$ cat config.mk
export PLATFORM = sky130hd
export DESIGN_NAME = extrusion_wall_quad_generator_top
export DESIGN_NICKNAME = d
export VERILOG_FILES = /design/src/rtl/core/ewq_pkg.sv /design/src/rtl/core/ewq_normal_unit.sv /design/src/rtl/core/extrusion_wall_quad_generator_top.sv
export SDC_FILE = /design/constraint.sdc
export NUM_CORES = 2
export LEC_CHECK = 0
export ABC_CLOCK_PERIOD_IN_PS = 12100
export BUFFER_PORTS_ARGS = -buffer_cell sky130_fd_sc_hd__buf_2
export CAP_MARGIN = 20
export CORE_UTILIZATION = 50
export CTS_CLUSTER_SIZE = 24
export DETAILED_ROUTE_END_ITERATION = 12
export PLACE_DENSITY = 0.74
export RECOVER_POWER = 25
export SLEW_MARGIN = 20
export SYNTH_ARGS = -nofsm -noshare
export SYNTH_HDL_FRONTEND = slang
export SYNTH_SLANG_ARGS = --single-unit
$ cat constraint.sdc
create_clock -name clk -period 12.1 [get_ports clk]
set_clock_uncertainty 0.15 [all_clocks]
set_input_delay 2.42 -clock clk [delete_from_list [all_inputs] [get_ports clk]]
set_output_delay 2.42 -clock clk [all_outputs]
set_load 0.005 [all_outputs]
$ cat src/rtl/core/ewq_pkg.sv
// Shared types and constants for the extrusion wall quad generator.
// No dependencies; imported by ewq_normal_unit and the top level.
`timescale 1ns / 1ps
`default_nettype none
package ewq_pkg;

	// configuration register indexes
	localparam logic [1:0] REG_HALF_DEPTH   = 2'd0;
	localparam logic [1:0] REG_START_VERTEX = 2'd1;
	localparam logic [1:0] REG_WALLS_ENABLE = 2'd2;

	localparam logic REC_VERTEX = 1'b0;
	localparam logic REC_INDEX  = 1'b1;

	// the larger normalized magnitude lies in [2^NORM_LO, 2^(NORM_LO+1))
	localparam int NORM_LO = 24;
	localparam int NORM_W  = NORM_LO + 1;
	localparam int RECS_PER_QUAD = 10;

	typedef enum logic [1:0] {
		S_IDLE,
		S_NORM,
		S_EMIT
	} ctl_state_t;

	typedef enum logic [2:0] {
		N_IDLE,
		N_SHIFT,
		N_SQ1,
		N_SQ2,
		N_SQRT,
		N_LOAD,
		N_DIV1,
		N_DIV2
	} norm_state_t;

	// index record offsets: s, s+1, s+2, s, s+2, s+3
	function automatic logic [1:0] idx_offset(input logic [3:0] rec);
		unique case (rec)
			4'd5: idx_offset = 2'd1;
			4'd6: idx_offset = 2'd2;
			4'd8: idx_offset = 2'd2;
			4'd9: idx_offset = 2'd3;
			default: idx_offset = 2'd0;
		endcase
	endfunction

endpackage
`default_nettype wire

$ cat src/rtl/core/ewq_normal_unit.sv
// Iterative edge normal unit: normalizing shift, two squares, bit-pair square
// root and two restoring divisions over one shared compare-subtract unit. Uses ewq_pkg.
`timescale 1ns / 1ps
`default_nettype none
module ewq_normal_unit #(
	parameter int COORD_WIDTH  = 24,
	parameter int NORMAL_WIDTH = 16
) (
	input  wire                           clk,
	input  wire                           arst_n,
	input  wire                           start,
	input  wire signed [COORD_WIDTH-1:0]  ax,
	input  wire signed [COORD_WIDTH-1:0]  ay,
	input  wire signed [COORD_WIDTH-1:0]  bx,
	input  wire signed [COORD_WIDTH-1:0]  by,
	output logic                          done,
	output logic [NORMAL_WIDTH-1:0]       nx,
	output logic [NORMAL_WIDTH-1:0]       ny
);
	import ewq_pkg::*;

	localparam int DW   = COORD_WIDTH + 1;
	localparam int MAGW = (DW > NORM_W) ? DW : NORM_W;
	localparam int QB   = NORMAL_WIDTH + 2;
	localparam int NUMW = NORM_W + NORMAL_WIDTH + 5;
	localparam int DIVW = NUMW + 1;
	localparam logic [QB-1:0] MAXPOS = QB'((1 << (NORMAL_WIDTH - 1)) - 1);

	norm_state_t state_q, state_d;
	logic [MAGW-1:0] mx_q, my_q;
	logic            dy_neg_q, dx_pos_q;
	logic [49:0]     acc_q;
	logic [63:0]     x_q, r_q, bit_q;
	logic [31:0]     len_q, rem_q;
	logic [QB-1:0]   dsh_q;
	logic [4:0]      cnt_q;

	logic signed [DW-1:0] dx, dy;
	logic [DW-1:0]   adx, ady;
	logic [MAGW-1:0] big;
	logic            too_big, too_small;
	logic [63:0]     opa, opb;
	logic [64:0]     diff;
	logic            ge;
	logic [24:0]     sq_in;
	logic [49:0]     sq;
	logic            last_iter;

	assign dx  = DW'(bx) - DW'(ax);
	assign dy  = DW'(by) - DW'(ay);
	assign adx = dx[DW-1] ? DW'(-dx) : DW'(dx);
	assign ady = dy[DW-1] ? DW'(-dy) : DW'(dy);
	assign big = (mx_q > my_q) ? mx_q : my_q;
	assign too_big   = (big >> NORM_W) != '0;
	assign too_small = !big[NORM_LO];

	assign sq_in = (state_q == N_SQ1) ? mx_q[NORM_W-1:0] : my_q[NORM_W-1:0];
	assign sq    = sq_in * sq_in;

	// shared compare-subtract
	always_comb begin
		if (state_q == N_SQRT) begin
			opa = x_q;
			opb = r_q | bit_q;
		end else begin
			opa = {31'b0, rem_q, dsh_q[QB-1]};
			opb = {32'b0, len_q};
		end
		diff = {1'b0, opa} - {1'b0, opb};
		ge   = !diff[64];
	end

	assign last_iter = (cnt_q == 5'd0);

	function automatic logic [NORMAL_WIDTH-1:0] sat(input logic [QB-1:0] q, input logic neg);
		logic [QB-1:0] v;
		begin
			if (neg) begin
				v = (q > MAXPOS + QB'(1)) ? MAXPOS + QB'(1) : q;
				v = QB'(0) - v;
			end else begin
				v = (q > MAXPOS) ? MAXPOS : q;
			end
			sat = v[NORMAL_WIDTH-1:0];
		end
	endfunction

	function automatic logic [DIVW-1:0] dividend(input logic [NORM_W-1:0] m,
			input logic [31:0] l);
		dividend = DIVW'({m, 5'b0, NORMAL_WIDTH'(0)}) + DIVW'(l[31:1]);
	endfunction

	function automatic logic [DIVW-QB-1:0] dvd_next_hi(input logic [NORM_W-1:0] m,
			input logic [31:0] l);
		logic [DIVW-1:0] d;
		begin
			d = dividend(m, l);
			dvd_next_hi = d[DIVW-1:QB];
		end
	endfunction

	function automatic logic [QB-1:0] dvd_next_lo(input logic [NORM_W-1:0] m,
			input logic [31:0] l);
		logic [DIVW-1:0] d;
		begin
			d = dividend(m, l);
			dvd_next_lo = d[QB-1:0];
		end
	endfunction

	always_comb begin
		state_d = state_q;
		unique case (state_q)
			N_IDLE:  if (start) state_d = N_SHIFT;
			N_SHIFT: if (!too_big && !too_small) state_d = N_SQ1;
			N_SQ1:   state_d = N_SQ2;
			N_SQ2:   state_d = N_SQRT;
			N_SQRT:  if (last_iter) state_d = N_LOAD;
			N_LOAD:  state_d = N_DIV1;
			N_DIV1:  if (last_iter) state_d = N_DIV2;
			N_DIV2:  if (last_iter) state_d = N_IDLE;
			default: state_d = N_IDLE;
		endcase
	end

	always_ff @(posedge clk or negedge arst_n) begin
		if (!arst_n) begin
			state_q <= N_IDLE;
			done    <= 1'b0;
		end else begin
			state_q <= state_d;
			done    <= (state_q == N_DIV2) && last_iter;
		end
	end

	always_ff @(posedge clk) begin
		unique case (state_q)
			N_IDLE: begin
				mx_q     <= MAGW'(adx);
				my_q     <= MAGW'(ady);
				dy_neg_q <= dy[DW-1];
				dx_pos_q <= !dx[DW-1] && (dx != '0);
			end
			N_SHIFT: begin
				if (too_big) begin
					mx_q <= mx_q >> 1;
					my_q <= my_q >> 1;
				end else if (too_small) begin
					mx_q <= mx_q << 1;
					my_q <= my_q << 1;
				end
			end
			N_SQ1: acc_q <= sq;
			N_SQ2: begin
				x_q   <= {1'b0, 51'(acc_q) + 51'(sq), 12'b0};
				r_q   <= '0;
				bit_q <= 64'd1 << 62;
				cnt_q <= 5'd31;
			end
			N_SQRT: begin
				if (ge) begin
					x_q <= diff[63:0];
					r_q <= (r_q >> 1) + bit_q;
				end else begin
					r_q <= r_q >> 1;
				end
				bit_q <= bit_q >> 2;
				if (last_iter) begin
					cnt_q <= 5'(QB - 1);
					len_q <= ge ? 32'((r_q >> 1) + bit_q) : 32'(r_q >> 1);
				end else begin
					cnt_q <= cnt_q - 5'd1;
				end
			end
			// first division (my over len) is loaded in N_LOAD, once the root has settled
			N_LOAD: begin
				rem_q <= 32'(dvd_next_hi(my_q[NORM_W-1:0], len_q));
				dsh_q <= dvd_next_lo(my_q[NORM_W-1:0], len_q);
			end
			N_DIV1, N_DIV2: begin
				if (!last_iter) begin
					rem_q <= ge ? diff[31:0] : {rem_q[30:0], dsh_q[QB-1]};
					dsh_q <= {dsh_q[QB-2:0], ge};
					cnt_q <= cnt_q - 5'd1;
				end else if (state_q == N_DIV1) begin
					nx    <= sat({dsh_q[QB-2:0], ge}, dy_neg_q);
					// load the dividend for the next division
					rem_q <= 32'(dvd_next_hi(mx_q[NORM_W-1:0], len_q));
					dsh_q <= dvd_next_lo(mx_q[NORM_W-1:0], len_q);
					cnt_q <= 5'(QB - 1);
				end else begin
					ny <= sat({dsh_q[QB-2:0], ge}, dx_pos_q);
				end
			end
			default: ;
		endcase
	end

endmodule
`default_nettype wire

$ cat src/rtl/core/extrusion_wall_quad_generator_top.sv
// Top level of the extrusion wall quad generator: ring tracking, record
// sequencer and output register. Depends on ewq_pkg and ewq_normal_unit.
`timescale 1ns / 1ps
`default_nettype none
// Sequence: an edge holds the normal unit for its normalizing shifts s (0 to 24), squares,
// root and two divisions; ten records follow, each one stalled by out_ready. A closing
// point runs its edge from the previous point and then its edge back to the first point, where both are non-zero.
// in_ready is high only in idle, so no new point is taken while a point's edges are in
// the normal unit or its records are still being emitted.
// Reset: asynchronous, active low; clears ring state, counters and registers (walls_enable set).
module extrusion_wall_quad_generator_top #(
	parameter int COORD_WIDTH  = 24,
	parameter int NORMAL_WIDTH = 16
) (
	input  wire                          clk,
	input  wire                          arst_n,
	input  wire                          in_valid,
	output logic                         in_ready,
	input  wire signed [COORD_WIDTH-1:0] point_x,
	input  wire signed [COORD_WIDTH-1:0] point_y,
	input  wire                          ring_last,
	output logic                         out_valid,
	input  wire                          out_ready,
	output logic                         record_kind,
	output logic signed [COORD_WIDTH-1:0] pos_x,
	output logic signed [COORD_WIDTH-1:0] pos_y,
	output logic signed [COORD_WIDTH-1:0] pos_z,
	output logic signed [NORMAL_WIDTH-1:0] normal_x,
	output logic signed [NORMAL_WIDTH-1:0] normal_y,
	output logic                         tex_u,
	output logic                         tex_v,
	output logic [31:0]                  index_value,
	output logic                         last_record,
	input  wire                          cfg_valid,
	output logic                         cfg_ready,
	input  wire  [1:0]                   cfg_index,
	input  wire  [31:0]                  cfg_data
);
	import ewq_pkg::*;

	localparam logic [32:0] ZMAX = (33'd1 << (COORD_WIDTH - 1)) - 33'd1;

	ctl_state_t state_q, state_d;
	logic [22:0] half_depth_q;
	logic [31:0] start_vertex_q, vcount_q;
	logic        walls_enable_q;
	logic [COORD_WIDTH-1:0] first_x_q, first_y_q, prev_x_q, prev_y_q;
	logic [COORD_WIDTH-1:0] ea_x_q, ea_y_q, eb_x_q, eb_y_q;
	logic [1:0]  rps_q;
	logic        pend2_q, start_q;
	logic [3:0]  rec_q;

	logic        accept, gen_on, e1_nz, e2_nz, go, slot_free, emit, rec_done;
	logic        n_done;
	logic [NORMAL_WIDTH-1:0] n_x, n_y;
	logic [32:0] hz;
	logic [COORD_WIDTH-1:0] zp, zn;

	assign cfg_ready = 1'b1;
	assign accept    = in_valid && in_ready;
	assign gen_on    = walls_enable_q && (half_depth_q != '0) && (start_vertex_q != '0);
	assign e1_nz     = (point_x != prev_x_q) || (point_y != prev_y_q);
	assign e2_nz     = ring_last && ((point_x != first_x_q) || (point_y != first_y_q));
	assign go        = accept && gen_on && (rps_q != 2'd0) && (e1_nz || e2_nz);
	assign slot_free = !out_valid || out_ready;
	assign emit      = (state_q == S_EMIT) && slot_free;
	assign rec_done  = emit && (rec_q == 4'(RECS_PER_QUAD - 1));

	assign hz = ({10'b0, half_depth_q} > ZMAX) ? ZMAX : {10'b0, half_depth_q};
	assign zp = hz[COORD_WIDTH-1:0];
	assign zn = COORD_WIDTH'(0) - zp;

	ewq_normal_unit #(
		.COORD_WIDTH (COORD_WIDTH),
		.NORMAL_WIDTH(NORMAL_WIDTH)
	) u_norm (
		.clk   (clk),
		.arst_n(arst_n),
		.start (start_q),
		.ax    (ea_x_q),
		.ay    (ea_y_q),
		.bx    (eb_x_q),
		.by    (eb_y_q),
		.done  (n_done),
		.nx    (n_x),
		.ny    (n_y)
	);

	always_comb begin
		state_d = state_q;
		unique case (state_q)
			S_IDLE: if (go) state_d = S_NORM;
			S_NORM: if (n_done) state_d = S_EMIT;
			S_EMIT: if (rec_done) state_d = pend2_q ? S_NORM : S_IDLE;
			default: state_d = S_IDLE;
		endcase
	end

	always_comb begin
		in_ready = (state_q == S_IDLE);
	end

	always_ff @(posedge clk or negedge arst_n) begin
		if (!arst_n) begin
			state_q        <= S_IDLE;
			half_depth_q   <= '0;
			start_vertex_q <= '0;
			walls_enable_q <= 1'b1;
			vcount_q       <= '0;
			first_x_q      <= '0;
			first_y_q      <= '0;
			prev_x_q       <= '0;
			prev_y_q       <= '0;
			rps_q          <= 2'd0;
			pend2_q        <= 1'b0;
			start_q        <= 1'b0;
			rec_q          <= '0;
			out_valid      <= 1'b0;
		end else begin
			state_q <= state_d;
			start_q <= go || (rec_done && pend2_q);
			if (cfg_valid) begin
				unique case (cfg_index)
					REG_HALF_DEPTH:   half_depth_q <= cfg_data[22:0];
					REG_START_VERTEX: start_vertex_q <= cfg_data;
					REG_WALLS_ENABLE: walls_enable_q <= cfg_data[0];
					default: ;
				endcase
			end
			if (cfg_valid && cfg_index == REG_START_VERTEX) begin
				vcount_q <= '0;
			end else if (rec_done) begin
				vcount_q <= vcount_q + 32'd4;
			end
			if (accept && gen_on) begin
				prev_x_q <= point_x;
				prev_y_q <= point_y;
				if (rps_q == 2'd0) begin
					first_x_q <= point_x;
					first_y_q <= point_y;
					rps_q     <= ring_last ? 2'd0 : 2'd1;
				end else begin
					rps_q   <= ring_last ? 2'd0 : 2'd2;
					pend2_q <= e1_nz && e2_nz;
				end
			end
			if (emit) begin
				out_valid <= 1'b1;
			end else if (out_ready) begin
				out_valid <= 1'b0;
			end
			if (rec_done) begin
				rec_q   <= '0;
				pend2_q <= 1'b0;
			end else if (emit) begin
				rec_q <= rec_q + 4'd1;
			end
		end
	end

	// edge endpoints and output word
	always_ff @(posedge clk) begin
		if (go) begin
			if (e1_nz) begin
				ea_x_q <= prev_x_q;
				ea_y_q <= prev_y_q;
				eb_x_q <= point_x;
				eb_y_q <= point_y;
			end else begin
				ea_x_q <= point_x;
				ea_y_q <= point_y;
				eb_x_q <= first_x_q;
				eb_y_q <= first_y_q;
			end
		end
		if (rec_done && pend2_q) begin
			// closing edge: current point back to the ring's first point
			ea_x_q <= eb_x_q;
			ea_y_q <= eb_y_q;
			eb_x_q <= first_x_q;
			eb_y_q <= first_y_q;
		end
		if (emit) begin
			last_record <= (rec_q == 4'(RECS_PER_QUAD - 1)) && !pend2_q;
			if (rec_q < 4'd4) begin
				record_kind <= REC_VERTEX;
				pos_x       <= (rec_q == 4'd1 || rec_q == 4'd2) ? eb_x_q : ea_x_q;
				pos_y       <= (rec_q == 4'd1 || rec_q == 4'd2) ? eb_y_q : ea_y_q;
				pos_z       <= (rec_q < 4'd2) ? zp : zn;
				normal_x    <= n_x;
				normal_y    <= n_y;
				tex_u       <= (rec_q == 4'd1 || rec_q == 4'd2);
				tex_v       <= (rec_q >= 4'd2);
				index_value <= '0;
			end else begin
				record_kind <= REC_INDEX;
				pos_x       <= '0;
				pos_y       <= '0;
				pos_z       <= '0;
				normal_x    <= '0;
				normal_y    <= '0;
				tex_u       <= 1'b0;
				tex_v       <= 1'b0;
				index_value <= start_vertex_q + vcount_q + 32'(idx_offset(rec_q));
			end
		end
	end

endmodule
`default_nettype wire

==> run summary <==
Setup CP Type - register to register
GRT busiest layer - met2
hold_sp - u_norm.done
total gr overflow - 0
hold path depth - 1
period utilization - 93.5%
Crit-path slowest cell - a21oi_1
DIE AREA - 139000 um^2
cell area after synthesis - 68800 um^2
setup_tns - 0 ps
M2 GR Usage - 42.8%
core area - 136000 um^2
normalized max-slew margin - -189%
CP startpoint - u_norm.state_q[1]
GRT met3 Usage - 4.14%
cell row count - 135
wire length per cell - 21.2 um
mean area per synthesized cell - 9.71 um^2
DRT Pass-1 Iters - 7
total track usage - 27.3%
CTS clk-pin slew, worst paths - 60 ps
vias in the first global route - 52600
placed cells - 8910
status - finished, violations left
post-cts gate resize count - 0
cell count after synthesis - 7087
maximum fanout along the worst path - 55
largest net degree at the start of global routing - 126
CP peak stage delay - 900 ps
CTS Buf Count - 86
most frequent cells in the layout - 832 x inv_1, 775 x nand2_1, 616 x edfxtp_1, 571 x nor2_1, 491 x ha_1
area grow syn2layout - 8.57%
Initial DRC Count - 5223
crit-path most repeated cell - fa_1
clk sinks - 813
FMAX - 88.4 MHz
violated checks - capacitance limit, slew limit
FF-to-FF Start - u_norm.state_q[1]
reg2reg path depth - 39
drt drc - 0
Final Hold Viols - 0
Worst EP required - 12360 ps
number of synthesized flops with an enable pin - 616
post-DP HPWL - 149000 um
commonest non-fill, non-tap cell in the layout - inv_1
post-synthesis async set-or-reset flop share - 24.2%
Final Setup Violations - 0
Post-CTS Setup Inserts - 0
Routed Antenna Nets - 0
Max clock buf depth - 3
crit path time final - 11310 ps
H-Tree Depth - 3
initial antenna violation count - 8
synthesized net count - 8147
RSZ-0062 raised after global routing - no
Worst EP arrival - 11570 ps
# hold bufs at CTS - 0
IO buf count - 229
Yosys Warn Count - 0
Final Non-Filler Cells - 9076
M1 GR Usage - 38.3%
top_reg_cell synth - edfxtp_1
Max Slew Vio Count - 544
Seq cells post-synth - 813
Worst-Margin Slew - 4330 ps
part of the Yosys area used for sequential elements - 34.0%
Nets - 8278
post-synth cell types - 96
root buf cell - clkbuf_16
Chip Width - 373 um
CTS tree - yes
share of cells above drive strength 1 - 10.4%
crit start category - register
Max-cap violations - 10
final weighted congestion in routability-driven placement - 0.970
global-route wire length before repair - 299000 um
vias per cell - 5.85
detailed-route via count - 53100
number of top-level pins - 231
Worst Setup End Kind - register
Worst Hold Class - register to register
Initial Util - 50.6%
Clock Latency Late Sink - 700 ps
Die Ht - 373 um
final wirelength - 193000 um
worst paths after layout:
kind,end,slack [ps]
setup / recovery,u_norm.x_q[59],790
hold / removal,state_q[0],340
setup reg to reg,u_norm.x_q[59],790
hold reg to reg,state_q[0],340
max in group asynchronous,prev_x_q[2],3610
min in group asynchronous,first_y_q[2],2750
state kept, by name (all words and copies together), names as in the netlist, 25 cells and up:
register	cells
u_norm.bit_q	32
vcount_q	30
u_norm.len_q	32
u_norm.r_q	64
u_norm.my_q	25
u_norm.x_q	64
index_value	32
u_norm.rem_q	32
u_norm.acc_q	49
u_norm.mx_q	25
start_vertex_q	32
per-stage QoR:
stage / area (um^2) / hold slack, ps / setup WS (ps) / util, %
2_1_floorplan: 68800 / 307 / 545 / -
3_3_place_gp: 72000 / 319 / 1050 / 52.9
3_5_place_dp: 72000 / 327 / 903 / 52.9
4_1_cts: 74800 / 336 / 882 / 55.0
5_1_grt: 74700 / 383 / 46.5 / 55.0
6_report: 74700 / 338 / 791 / 55.0
per-layer routing:
layer  vias up  wire (um)
met5         -         67
met4        10       7480
met3       374      14200
met2      2033      86800
met1     26100      84000
li1      24600          -
worst max-delay path: cells and delay by family (launching register included):
family | cells | cell delay [ps]
fa+ha+maj | 9 | 4380
compound gates | 14 | 3890
simple gates | 8 | 1370
flops | 1 | 530
buf+inv | 6 | 320
xor+xnor | 1 | 200
mux | 1 | 140
cells in the mapped netlist, drive strengths merged, types with 29 or more instances:
cell | number | area [um^2]
o21bai | 50 | 375
o211ai | 29 | 218
a21o | 164 | 1230
nand4 | 55 | 350
mux2 | 253 | 2850
clkbuf | 223 | 837
ha | 491 | 6140
buf | 36 | 156
inv | 837 | 3140
o31ai | 41 | 327
o21ai | 316 | 1590
nand2b | 44 | 275
xor2 | 268 | 2350
a31oi | 65 | 407
xnor2 | 212 | 1860
a21oi | 418 | 2090
nor2 | 577 | 2170
or3 | 46 | 288
dfrtp | 196 | 4900
nor2b | 38 | 238
nor3 | 105 | 526
mux2i | 35 | 350
o21a | 46 | 345
a211oi | 49 | 378
and3 | 44 | 275
nor4 | 46 | 315
fa | 481 | 9630
edfxtp | 616 | 18500
nand2 | 778 | 2920
and2 | 154 | 966
nand3 | 101 | 505
logic make-up (layout without fill, tap and decap cells):
group	count (synthesis)	in the layout	share of synthesized area, %
mux	288	288	4.65
flops	813	813	34.0
buf+inv	1102	1305	6.04
simple gates	2049	2049	13.5
fa+ha+maj	972	972	22.9
compound gates	1382	1382	12.8
xor+xnor	480	480	6.11
other cells	1	6	0.00545
final cells by class:
class | instances | area (um^2)
Fill cell | 11800 | 61200
Clock buffer | 117 | 2380
Inverter | 843 | 3170
Antenna cell | 5 | 12.5
Clock inverter | 43 | 439
Timing Repair Buffer | 302 | 1670
Multi-Input combinational cell | 5172 | 41400
Sequential cell | 813 | 23400
Tap cell | 1781 | 2230
Power is left out: the tool's default activity adds up to more than one toggle a clock period on the data nets, which glitch-free logic cannot reach.
